`src/sv/rrlp_pkg.sv`:
```
// Package with the types, constants and helpers of the range line presence block.
`timescale 1ns / 1ps

package rrlp_pkg;

  localparam int unsigned TenthsW = 16;
  localparam int unsigned TimeW   = 32;
  localparam int unsigned HoldW   = 7;
  localparam int unsigned HoldMsW = 22;
  localparam int unsigned CfgIdxW = 8;
  localparam int unsigned CfgDatW = 32;

  localparam logic [TimeW-1:0]   GapLimitMs = 32'd100;
  localparam logic [HoldMsW-1:0] HoldUnitMs = 22'd30000;
  localparam logic [TenthsW-1:0] TenthsMax  = 16'hFFFF;

  // Configuration register indexes.
  localparam logic [CfgIdxW-1:0] RegMinRange   = 8'd0;
  localparam logic [CfgIdxW-1:0] RegMaxRange   = 8'd1;
  localparam logic [CfgIdxW-1:0] RegHoldUnits  = 8'd2;
  localparam logic [CfgIdxW-1:0] RegMaxAbsence = 8'd3;

  localparam logic [TenthsW-1:0] MinRangeRst   = 16'd0;
  localparam logic [TenthsW-1:0] MaxRangeRst   = 16'hFFFF;
  localparam logic [HoldMsW-1:0] HoldMsRst     = 22'd30000;
  localparam logic [TimeW-1:0]   MaxAbsenceRst = 32'd60000;

  // Opcodes of an input item.
  localparam logic OpByte = 1'b0;
  localparam logic OpPoll = 1'b1;

  // Characters the parser looks at.
  localparam logic [7:0] ChSpace = 8'h20;
  localparam logic [7:0] ChTab   = 8'h09;
  localparam logic [7:0] ChCr    = 8'h0D;
  localparam logic [7:0] ChLf    = 8'h0A;
  localparam logic [7:0] ChDot   = 8'h2E;
  localparam logic [7:0] ChZero  = 8'h30;
  localparam logic [7:0] ChNine  = 8'h39;

  localparam logic [2:0] PrefixLen = 3'd6;

  typedef enum logic [6:0] {
    PhSkip   = 7'b0000001,
    PhPrefix = 7'b0000010,
    PhSeek   = 7'b0000100,
    PhInt    = 7'b0001000,
    PhFrac   = 7'b0010000,
    PhDone   = 7'b0100000,
    PhReject = 7'b1000000
  } rrlp_phase_e;

  // One step of the parser, issued when an item leaves the input register.
  typedef struct packed {
    logic             en;
    logic             is_byte;
    logic [7:0]       rx_byte;
    logic [TimeW-1:0] now_ms;
  } rrlp_step_t;

  typedef struct packed {
    logic               valid;
    logic [TenthsW-1:0] tenths;
  } rrlp_res_t;

  // The text "Range " one character at a time.
  function automatic logic [7:0] prefix_char(input logic [2:0] idx);
    logic [7:0] ch;
    case (idx)
      3'd0:    ch = 8'h52;
      3'd1:    ch = 8'h61;
      3'd2:    ch = 8'h6E;
      3'd3:    ch = 8'h67;
      3'd4:    ch = 8'h65;
      3'd5:    ch = 8'h20;
      default: ch = 8'h00;
    endcase
    return ch;
  endfunction

endpackage

```
`src/sv/rrlp_if.sv`:
```
// Handshake interfaces for the input, result and configuration channels.
`timescale 1ns / 1ps

interface rrlp_in_if;
  logic                           valid;
  logic                           ready;
  logic                           opcode;
  logic [7:0]                     rx_byte;
  logic [rrlp_pkg::TimeW-1:0]     now_ms;

  modport source (output valid, opcode, rx_byte, now_ms, input ready);
  modport sink   (input valid, opcode, rx_byte, now_ms, output ready);
endinterface

interface rrlp_out_if;
  logic                           valid;
  logic                           ready;
  logic                           distance_valid;
  logic [rrlp_pkg::TenthsW-1:0]   distance_tenths;
  logic                           presence;

  modport source (output valid, distance_valid, distance_tenths, presence, input ready);
  modport sink   (input valid, distance_valid, distance_tenths, presence, output ready);
endinterface

interface rrlp_cfg_if;
  logic                           valid;
  logic                           ready;
  logic [rrlp_pkg::CfgIdxW-1:0]   index;
  logic [rrlp_pkg::CfgDatW-1:0]   data;

  modport source (output valid, index, data, input ready);
  modport sink   (input valid, index, data, output ready);
endinterface

```
`src/sv/rrlp_parser.sv`:
```
// Line parser: gap timeout, whitespace skip, prefix match and decimal accumulation.
`timescale 1ns / 1ps

module rrlp_parser (
  input  logic                 clk_i,
  input  logic                 rst_ni,
  input  rrlp_pkg::rrlp_step_t step_i,
  output rrlp_pkg::rrlp_res_t  res_o
);

  rrlp_pkg::rrlp_phase_e phase_q, phase_d;
  logic [2:0]                     pidx_q, pidx_d;
  logic [rrlp_pkg::TenthsW-1:0]   acc_q, acc_d;
  logic                           pend_q, pend_d;
  logic [rrlp_pkg::TimeW-1:0]     lbt_q, lbt_d;

  logic [rrlp_pkg::TimeW-1:0]     gap;
  logic                           is_blank, is_digit;
  logic [3:0]                     digit;
  logic [19:0]                    int_sum;
  logic [16:0]                    frac_sum;

  assign gap      = step_i.now_ms - lbt_q;
  assign is_blank = (step_i.rx_byte == rrlp_pkg::ChSpace) || (step_i.rx_byte == rrlp_pkg::ChTab)
                 || (step_i.rx_byte == rrlp_pkg::ChCr) || (step_i.rx_byte == rrlp_pkg::ChLf);
  assign is_digit = (step_i.rx_byte >= rrlp_pkg::ChZero) && (step_i.rx_byte <= rrlp_pkg::ChNine);
  assign digit    = 4'(step_i.rx_byte - rrlp_pkg::ChZero);

  // The integer and fraction phases are never reached right after a restart,
  // so the stored accumulator is the one they extend.
  assign int_sum  = 20'(acc_q) * 20'd10 + 20'(digit) * 20'd10;
  assign frac_sum = 17'(acc_q) + 17'(digit);

  always_comb begin
    phase_d = phase_q;
    pidx_d  = pidx_q;
    acc_d   = acc_q;
    pend_d  = pend_q;
    lbt_d   = lbt_q;
    res_o   = '0;
    if (step_i.is_byte) begin
      if ((gap > rrlp_pkg::GapLimitMs) && pend_q) begin
        phase_d = rrlp_pkg::PhSkip;
        pidx_d  = '0;
        acc_d   = '0;
      end
      lbt_d  = step_i.now_ms;
      pend_d = 1'b1;
      if (step_i.rx_byte == rrlp_pkg::ChLf) begin
        if ((phase_d == rrlp_pkg::PhInt) || (phase_d == rrlp_pkg::PhFrac)
            || (phase_d == rrlp_pkg::PhDone)) begin
          res_o.valid  = 1'b1;
          res_o.tenths = acc_d;
        end
        phase_d = rrlp_pkg::PhSkip;
        pidx_d  = '0;
        acc_d   = '0;
        pend_d  = 1'b0;
      end else begin
        if ((phase_d == rrlp_pkg::PhSkip) && !is_blank) begin
          phase_d = rrlp_pkg::PhPrefix;
          pidx_d  = '0;
        end
        unique case (phase_d)
          rrlp_pkg::PhPrefix: begin
            if ((pidx_d < rrlp_pkg::PrefixLen)
                && (step_i.rx_byte == rrlp_pkg::prefix_char(pidx_d))) begin
              pidx_d = pidx_d + 3'd1;
              if (pidx_d == rrlp_pkg::PrefixLen) begin
                phase_d = rrlp_pkg::PhSeek;
              end
            end else begin
              phase_d = rrlp_pkg::PhReject;
            end
          end
          rrlp_pkg::PhSeek: begin
            if (is_digit) begin
              acc_d   = 16'(digit) * 16'd10;
              phase_d = rrlp_pkg::PhInt;
            end
          end
          rrlp_pkg::PhInt: begin
            if (is_digit) begin
              acc_d = (int_sum > 20'(rrlp_pkg::TenthsMax)) ? rrlp_pkg::TenthsMax
                                                           : int_sum[15:0];
            end else if (step_i.rx_byte == rrlp_pkg::ChDot) begin
              phase_d = rrlp_pkg::PhFrac;
            end else begin
              phase_d = rrlp_pkg::PhDone;
            end
          end
          rrlp_pkg::PhFrac: begin
            if (is_digit) begin
              acc_d = frac_sum[16] ? rrlp_pkg::TenthsMax : frac_sum[15:0];
            end
            phase_d = rrlp_pkg::PhDone;
          end
          default: begin
          end
        endcase
      end
    end
  end

  always_ff @(posedge clk_i or negedge rst_ni) begin
    if (!rst_ni) begin
      phase_q <= rrlp_pkg::PhSkip;
      pidx_q  <= '0;
      acc_q   <= '0;
      pend_q  <= 1'b0;
      lbt_q   <= '0;
    end else if (step_i.en) begin
      phase_q <= phase_d;
      pidx_q  <= pidx_d;
      acc_q   <= acc_d;
      pend_q  <= pend_d;
      lbt_q   <= lbt_d;
    end
  end

endmodule

```
`src/sv/radar_range_line_presence.sv`:
```
// Range line parser with presence decision: top level with channels and registers.
// An item passes through the input register and then the output register; a result
// is held in the output register until the receiver takes it.
// Throughput: one item per cycle while the receiver does not stall; the parser state
// and the activity time are both updated in the single cycle in which an item leaves
// the input register. Reset is asynchronous and active low; it restores the register
// defaults and clears the parser, both timestamps and both pipeline stages.
`timescale 1ns / 1ps

module radar_range_line_presence (
  input  logic       clk_i,
  input  logic       rst_ni,
  rrlp_in_if.sink    in_i,
  rrlp_out_if.source out_o,
  rrlp_cfg_if.sink   cfg_i
);

  logic [rrlp_pkg::TenthsW-1:0] min_range_q;
  logic [rrlp_pkg::TenthsW-1:0] max_range_q;
  logic [rrlp_pkg::HoldMsW-1:0] hold_ms_q;
  logic [rrlp_pkg::TimeW-1:0]   max_abs_q;

  logic                         s1_valid_q;
  logic                         s1_op_q;
  logic [7:0]                   s1_byte_q;
  logic [rrlp_pkg::TimeW-1:0]   s1_now_q;

  logic                         out_valid_q;
  logic                         dist_valid_q;
  logic [rrlp_pkg::TenthsW-1:0] dist_q;
  logic                         pres_q, pres_d;

  logic [rrlp_pkg::TimeW-1:0]   act_q, act_d;
  logic [rrlp_pkg::TimeW-1:0]   elapsed;
  logic                         advance;
  logic                         in_fire;
  logic                         cfg_fire;
  logic                         in_window;

  rrlp_pkg::rrlp_step_t step;
  rrlp_pkg::rrlp_res_t  res;

  assign cfg_i.ready = 1'b1;
  assign cfg_fire    = cfg_i.valid;

  // The hold time is scaled once when written.
  always_ff @(posedge clk_i or negedge rst_ni) begin
    if (!rst_ni) begin
      min_range_q <= rrlp_pkg::MinRangeRst;
      max_range_q <= rrlp_pkg::MaxRangeRst;
      hold_ms_q   <= rrlp_pkg::HoldMsRst;
      max_abs_q   <= rrlp_pkg::MaxAbsenceRst;
    end else if (cfg_fire) begin
      unique case (cfg_i.index)
        rrlp_pkg::RegMinRange:   min_range_q <= cfg_i.data[rrlp_pkg::TenthsW-1:0];
        rrlp_pkg::RegMaxRange:   max_range_q <= cfg_i.data[rrlp_pkg::TenthsW-1:0];
        rrlp_pkg::RegHoldUnits:  hold_ms_q   <= rrlp_pkg::HoldMsW'(cfg_i.data[rrlp_pkg::HoldW-1:0])
                                                * rrlp_pkg::HoldUnitMs;
        rrlp_pkg::RegMaxAbsence: max_abs_q   <= cfg_i.data;
        default: begin
        end
      endcase
    end
  end

  assign advance    = s1_valid_q && (!out_valid_q || out_o.ready);
  assign in_i.ready = !s1_valid_q || advance;
  assign in_fire    = in_i.valid && in_i.ready;

  always_ff @(posedge clk_i or negedge rst_ni) begin
    if (!rst_ni) begin
      s1_valid_q <= 1'b0;
    end else if (in_i.ready) begin
      s1_valid_q <= in_i.valid;
    end
  end

  always_ff @(posedge clk_i) begin
    if (in_fire) begin
      s1_op_q   <= in_i.opcode;
      s1_byte_q <= in_i.rx_byte;
      s1_now_q  <= in_i.now_ms;
    end
  end

  assign step.en      = advance;
  assign step.is_byte = (s1_op_q == rrlp_pkg::OpByte);
  assign step.rx_byte = s1_byte_q;
  assign step.now_ms  = s1_now_q;

  rrlp_parser u_parser (
    .clk_i  (clk_i),
    .rst_ni (rst_ni),
    .step_i (step),
    .res_o  (res)
  );

  assign in_window = res.valid && (res.tenths >= min_range_q) && (res.tenths <= max_range_q);
  assign act_d     = in_window ? s1_now_q : act_q;
  assign elapsed   = s1_now_q - act_d;
  assign pres_d    = (elapsed < rrlp_pkg::TimeW'(hold_ms_q)) && !(elapsed > max_abs_q);

  always_ff @(posedge clk_i or negedge rst_ni) begin
    if (!rst_ni) begin
      act_q       <= '0;
      out_valid_q <= 1'b0;
    end else begin
      if (advance) begin
        act_q       <= act_d;
        out_valid_q <= 1'b1;
      end else if (out_o.ready) begin
        out_valid_q <= 1'b0;
      end
    end
  end

  always_ff @(posedge clk_i) begin
    if (advance) begin
      dist_valid_q <= res.valid;
      dist_q       <= res.tenths;
      pres_q       <= pres_d;
    end
  end

  assign out_o.valid           = out_valid_q;
  assign out_o.distance_valid  = dist_valid_q;
  assign out_o.distance_tenths = dist_q;
  assign out_o.presence        = pres_q;

endmodule

```
`src/flat_wrapper.sv`:
```
// flat-port wrapper written by rule: the top's interface ports become plain ports
module radar_range_line_presence_flat 
  (clk_i, rst_ni, in_i_valid, in_i_opcode, in_i_rx_byte, in_i_now_ms, in_i_ready, out_o_valid, out_o_distance_valid, out_o_distance_tenths, out_o_presence, out_o_ready, cfg_i_valid, cfg_i_index, cfg_i_data, cfg_i_ready);
  rrlp_in_if in_i_i ();
  rrlp_out_if out_o_i ();
  rrlp_cfg_if cfg_i_i ();
  input  logic clk_i;
  input  logic rst_ni;
  input wire logic [$bits(in_i_i.valid)-1:0] in_i_valid;
  input wire logic [$bits(in_i_i.opcode)-1:0] in_i_opcode;
  input wire logic [$bits(in_i_i.rx_byte)-1:0] in_i_rx_byte;
  input wire logic [$bits(in_i_i.now_ms)-1:0] in_i_now_ms;
  output wire logic [$bits(in_i_i.ready)-1:0] in_i_ready;
  output wire logic [$bits(out_o_i.valid)-1:0] out_o_valid;
  output wire logic [$bits(out_o_i.distance_valid)-1:0] out_o_distance_valid;
  output wire logic [$bits(out_o_i.distance_tenths)-1:0] out_o_distance_tenths;
  output wire logic [$bits(out_o_i.presence)-1:0] out_o_presence;
  input wire logic [$bits(out_o_i.ready)-1:0] out_o_ready;
  input wire logic [$bits(cfg_i_i.valid)-1:0] cfg_i_valid;
  input wire logic [$bits(cfg_i_i.index)-1:0] cfg_i_index;
  input wire logic [$bits(cfg_i_i.data)-1:0] cfg_i_data;
  output wire logic [$bits(cfg_i_i.ready)-1:0] cfg_i_ready;
  assign in_i_i.valid = in_i_valid;
  assign in_i_i.opcode = in_i_opcode;
  assign in_i_i.rx_byte = in_i_rx_byte;
  assign in_i_i.now_ms = in_i_now_ms;
  assign in_i_ready = in_i_i.ready;
  assign out_o_valid = out_o_i.valid;
  assign out_o_distance_valid = out_o_i.distance_valid;
  assign out_o_distance_tenths = out_o_i.distance_tenths;
  assign out_o_presence = out_o_i.presence;
  assign out_o_i.ready = out_o_ready;
  assign cfg_i_i.valid = cfg_i_valid;
  assign cfg_i_i.index = cfg_i_index;
  assign cfg_i_i.data = cfg_i_data;
  assign cfg_i_ready = cfg_i_i.ready;
  radar_range_line_presence u_core (.clk_i(clk_i), .rst_ni(rst_ni), .in_i(in_i_i), .out_o(out_o_i), .cfg_i(cfg_i_i));
endmodule
```
`config.mk`:
```
export PLATFORM = sky130hd
export DESIGN_NAME = radar_range_line_presence_flat
export DESIGN_NICKNAME = d
export VERILOG_FILES = /design/src/sv/rrlp_pkg.sv /design/src/sv/rrlp_if.sv /design/src/sv/rrlp_parser.sv /design/src/sv/radar_range_line_presence.sv /design/src/flat_wrapper.sv
export SDC_FILE = /design/constraint.sdc
export NUM_CORES = 1
export LEC_CHECK = 0
export BUFFER_PORTS_ARGS = -buffer_cell sky130_fd_sc_hd__buf_2
export CAP_MARGIN = 5
export CORE_MARGIN = 2
export CORE_UTILIZATION = 25
export DETAILED_ROUTE_END_ITERATION = 10
export PLACE_DENSITY = 0.42
export SLEW_MARGIN = 20
export SYNTH_ARGS = -nofsm -noshare
export SYNTH_HDL_FRONTEND = slang
export SYNTH_SLANG_ARGS = --single-unit
```
`constraint.sdc`:
```
create_clock -name clk_i -period 33.6 [get_ports clk_i]
set_clock_uncertainty 0.2 [all_clocks]
set_input_delay 1.68 -clock clk_i [delete_from_list [all_inputs] [get_ports clk_i]]
set_output_delay 1.68 -clock clk_i [all_outputs]
set_load 0.05 [all_outputs]
```
==> flow_summary.yaml <==
run_status:
  outcome: "finished, violations left"
  failed_checks: "design-rule violations"
sta:
  slew_violations: 0
  grt_setup_unrepaired: "false"
  slew-limit-headroom_pct: 27.4
  min_period_over_period_pct: 41.5
  finalSetupTns_ns: 0
  finalSetupViolCount: 0
  worst_hold_slack_ns: 0.277
  fmax_mhz: 71.8
  post-route-min-period_ns: 13.94
  worst_pin_slew_ns: 1.09
  finalHoldViolCount: 0
clocking:
  cts_tree: "yes"
  clk_pin_slew_ns: 0.06
  cts_buffers: 30
  htree_levels: 1
  clk_path_buf_depth: 3
  cts_hold_buffers: 0
  cts_setup_buffers: 0
  clock_latency_ns: 0.58
  numClockSinks: 234
  cts_root_buf: "clkbuf_16"
  cts_resized: 0
synthesis:
  yosys.area.top_type: "dfrtp_1"
  synth_ff_type: "dfrtp_1"
  synth_seq_cells: 234
  synth.area.top_cells: "dfrtp_1 19%, ha_1 16%, edfxtp_1 9.6%"
  syn_nets: 2319
  yosysTopAreaCellShare_pct: 19.5
  synth-edff-count: 59
  syn_inst: 1976
  synthesis.area_mm2: 0.0185
  avgSynthCellArea_um2: 9.36
  seq_area_frac_synth_pct: 33.5
  synth.distinct_cells: 103
  async_flop_share_pct: 74.8
  synth_warnings: 0
floorplanning:
  ios: 107
  initial_core_util_pct: 25.3
  row_count: 99
  die_w_um: 276
  dieArea_mm2: 0.0762
  die_h_um: 276
  core_area_mm2: 0.0731
final_layout:
  num-fill-cells: 7766
  drive_gt1_share_pct: 15.8
  syn_to_final_growth_pct: 14.2
  num-nets-final: 2407
setup_path:
  regToRegStartpoint: "u_core.s1_now_q[0]"
  slowest_stage: "nand2_1"
  startpoint: "u_core.s1_now_q[0]"
  path_class: "reg2reg"
  path_common_cell: "ha_1"
  cp.arrival_ns: 14.14
  cp-end-kind: "flop"
  startpoint_type: "flop"
  critPathMaxFanout: 36
  critPathMaxStageDelay_ns: 0.81
  critPathRequiredTime_ns: 33.80
drt:
  met3WireLength_mm: 2.28
  remaining_drc_errors: 22
  wl_met2_mm: 24.2
  drtPass1Iterations: 8
  drtIter0Drc: 1027
  top_layer: "met5"
  avgViaCountPerCell: 4.88
  detail-route-antenna-nets: 0
  wirelength_mm: 56.1
  num_vias: 14900
  met1_length_mm: 28.1
  avgRoutedWirePerCell_um: 18.4
worst_hold_path:
  min-delay-path-class: "reg2reg"
  min_from: "u_core.hold_ms_q[12]"
power_and_ir_drop:
  power_density_mw_per_mm2: 47.1
  cellLeakagePower_nw: 9.67
  ir_worst_vdd_mv: 0.0360
grt:
  grt_pass1_vias: 14800
  grt_max_degree: 66
  antenna_found_initial: 6
  grt_remaining_overflow: 0
  grt_usage_pct: 14.5
  grt_pass1_wl_mm: 88.2
place:
  io_buffers: 105
  dp_hpwl_mm: 43.2
  place_congestion: 0.848
job:
  cap_violations: 0
worst max-delay path: cells and delay by family (launching register included):
kind / cells / cell delay (ns)
adder cells (fa/ha/maj): 6 / 1.77
multiplexers: 1 / 0.29
AND/OR/NAND/NOR: 17 / 5.13
XOR/XNOR: 1 / 0.21
buffers and inverters: 3 / 0.68
AO/OA/AOI/OAI: 19 / 5.05
flip-flops: 1 / 0.35
placed cells by master (no fill, tap or decap), drive strengths merged, types with 30 or more instances in the layout:
master,netlist,layout
ha,236,236
inv,207,209
nand2,198,198
o21ai,176,176
dfrtp,144,144
a21oi,117,117
buf,19,117
mux2,72,72
nor2,68,68
edfxtp,59,59
xnor2,55,55
a21o,55,55
clkbuf,43,47
nand4,37,37
xor2,32,32
dfstp,31,31
and3,31,31
mux2i,30,30
stage by stage:
stage | power, W | worst slack [ns] | instance area, um2 | utilization, % | instances
detailed placement | 0.000651 | 19.62 | 20000 | 27.4 | 2990
finish | 0.000995 | 19.66 | 21100 | 28.9 | 3048
global route | 0.00106 | 18.43 | 21100 | 28.9 | 3046
global placement | 0.000651 | 19.83 | 20000 | 27.4 | 2990
CTS | 0.00101 | 19.59 | 21100 | 28.9 | 3045
floorplan | 0.000557 | 21.61 | 18500 | - | 1976
synthesized netlist by cell type (all sizes together) (12+ instances only):
library cell	instances
ha	236
inv	207
nand2	198
o21ai	176
dfrtp	144
a21oi	117
mux2	72
nor2	68
edfxtp	59
a21o	55
xnor2	55
clkbuf	43
nand4	37
xor2	32
and3	31
dfstp	31
mux2i	30
nand2b	27
nor2b	27
fa	21
nor3	21
buf	19
nand3	17
a211oi	16
a31oi	16
o21bai	16
o211ai	12
area by class of cell:
class	count	area, um2	area share, %
Antenna cell	2	5.00	0.0237
Clock buffer	46	975	4.61
Clock inverter	9	98.8	0.468
Inverter	207	777	3.68
Multi-Input combinational cell	1473	11200	53.2
Sequential cell	234	6190	29.3
Tap cell	959	1200	5.68
Timing Repair Buffer	118	636	3.01
path summary, 6_finish.rpt:
check | cells past startpoint | slack, ns | endpoint
hold reg to reg | 2 | 0.28 | u_core.hold_ms_q[12]
setup / recovery | 47 | 19.66 | u_core.out_o.presence
hold / removal | 2 | 0.28 | u_core.hold_ms_q[12]
min in group asynchronous | 1 | 0.87 | u_core.act_q[23]
setup reg to reg | 47 | 19.66 | u_core.out_o.presence
max in group asynchronous | 2 | 30.99 | u_core.act_q[15]
routing by layer:
metal  up-vias  GRT usage [%]
li1       7271              -
met1      7247           21.1
met2       272           22.2
met3        77           2.10
met4         8           4.36
met5         -              0
state kept, by name, summed over array words and instances, names as in the netlist:
register and flops:
u_core.act_q 32, u_core.hold_ms_q 18, u_core.max_abs_q 32, u_core.max_range_q 16, u_core.min_range_q 16, u_core.out_o.distance_tenths 16
u_core.out_o.distance_valid 1, u_core.out_o.presence 1, u_core.out_o.valid 1, u_core.s1_byte_q 8, u_core.s1_now_q 32, u_core.s1_op_q 1
u_core.s1_valid_q 1, u_core.u_parser.acc_q 16, u_core.u_parser.lbt_q 32, u_core.u_parser.pend_q 1, u_core.u_parser.phase_q 7, u_core.u_parser.pidx_q 3
logic make-up (layout without fill, tap and decap cells):
logic type	count (synthesis)	after routing	share of synthesized area [%]
AOI/OAI and AO/OA	521	521	18.3
and+or+nand+nor	505	505	13.9
buffers and inverters	269	380	5.88
adders and majority gates	257	257	18.2
DFF	234	234	33.5
muxes	102	102	6.01
xor gates and xnor gates	87	87	4.12
other	1	3	0.0203
power breakdown:
part / switching [W] / total, W / internal (W)
combinational: 0.000195 / 0.000315 / 0.000120
clock: 0.000134 / 0.000347 / 0.000214
sequential: 0.0000156 / 0.000332 / 0.000316
total: 0.000344 / 0.000995 / 0.000650
No activity file was read; power rests on OpenSTA's default activity.
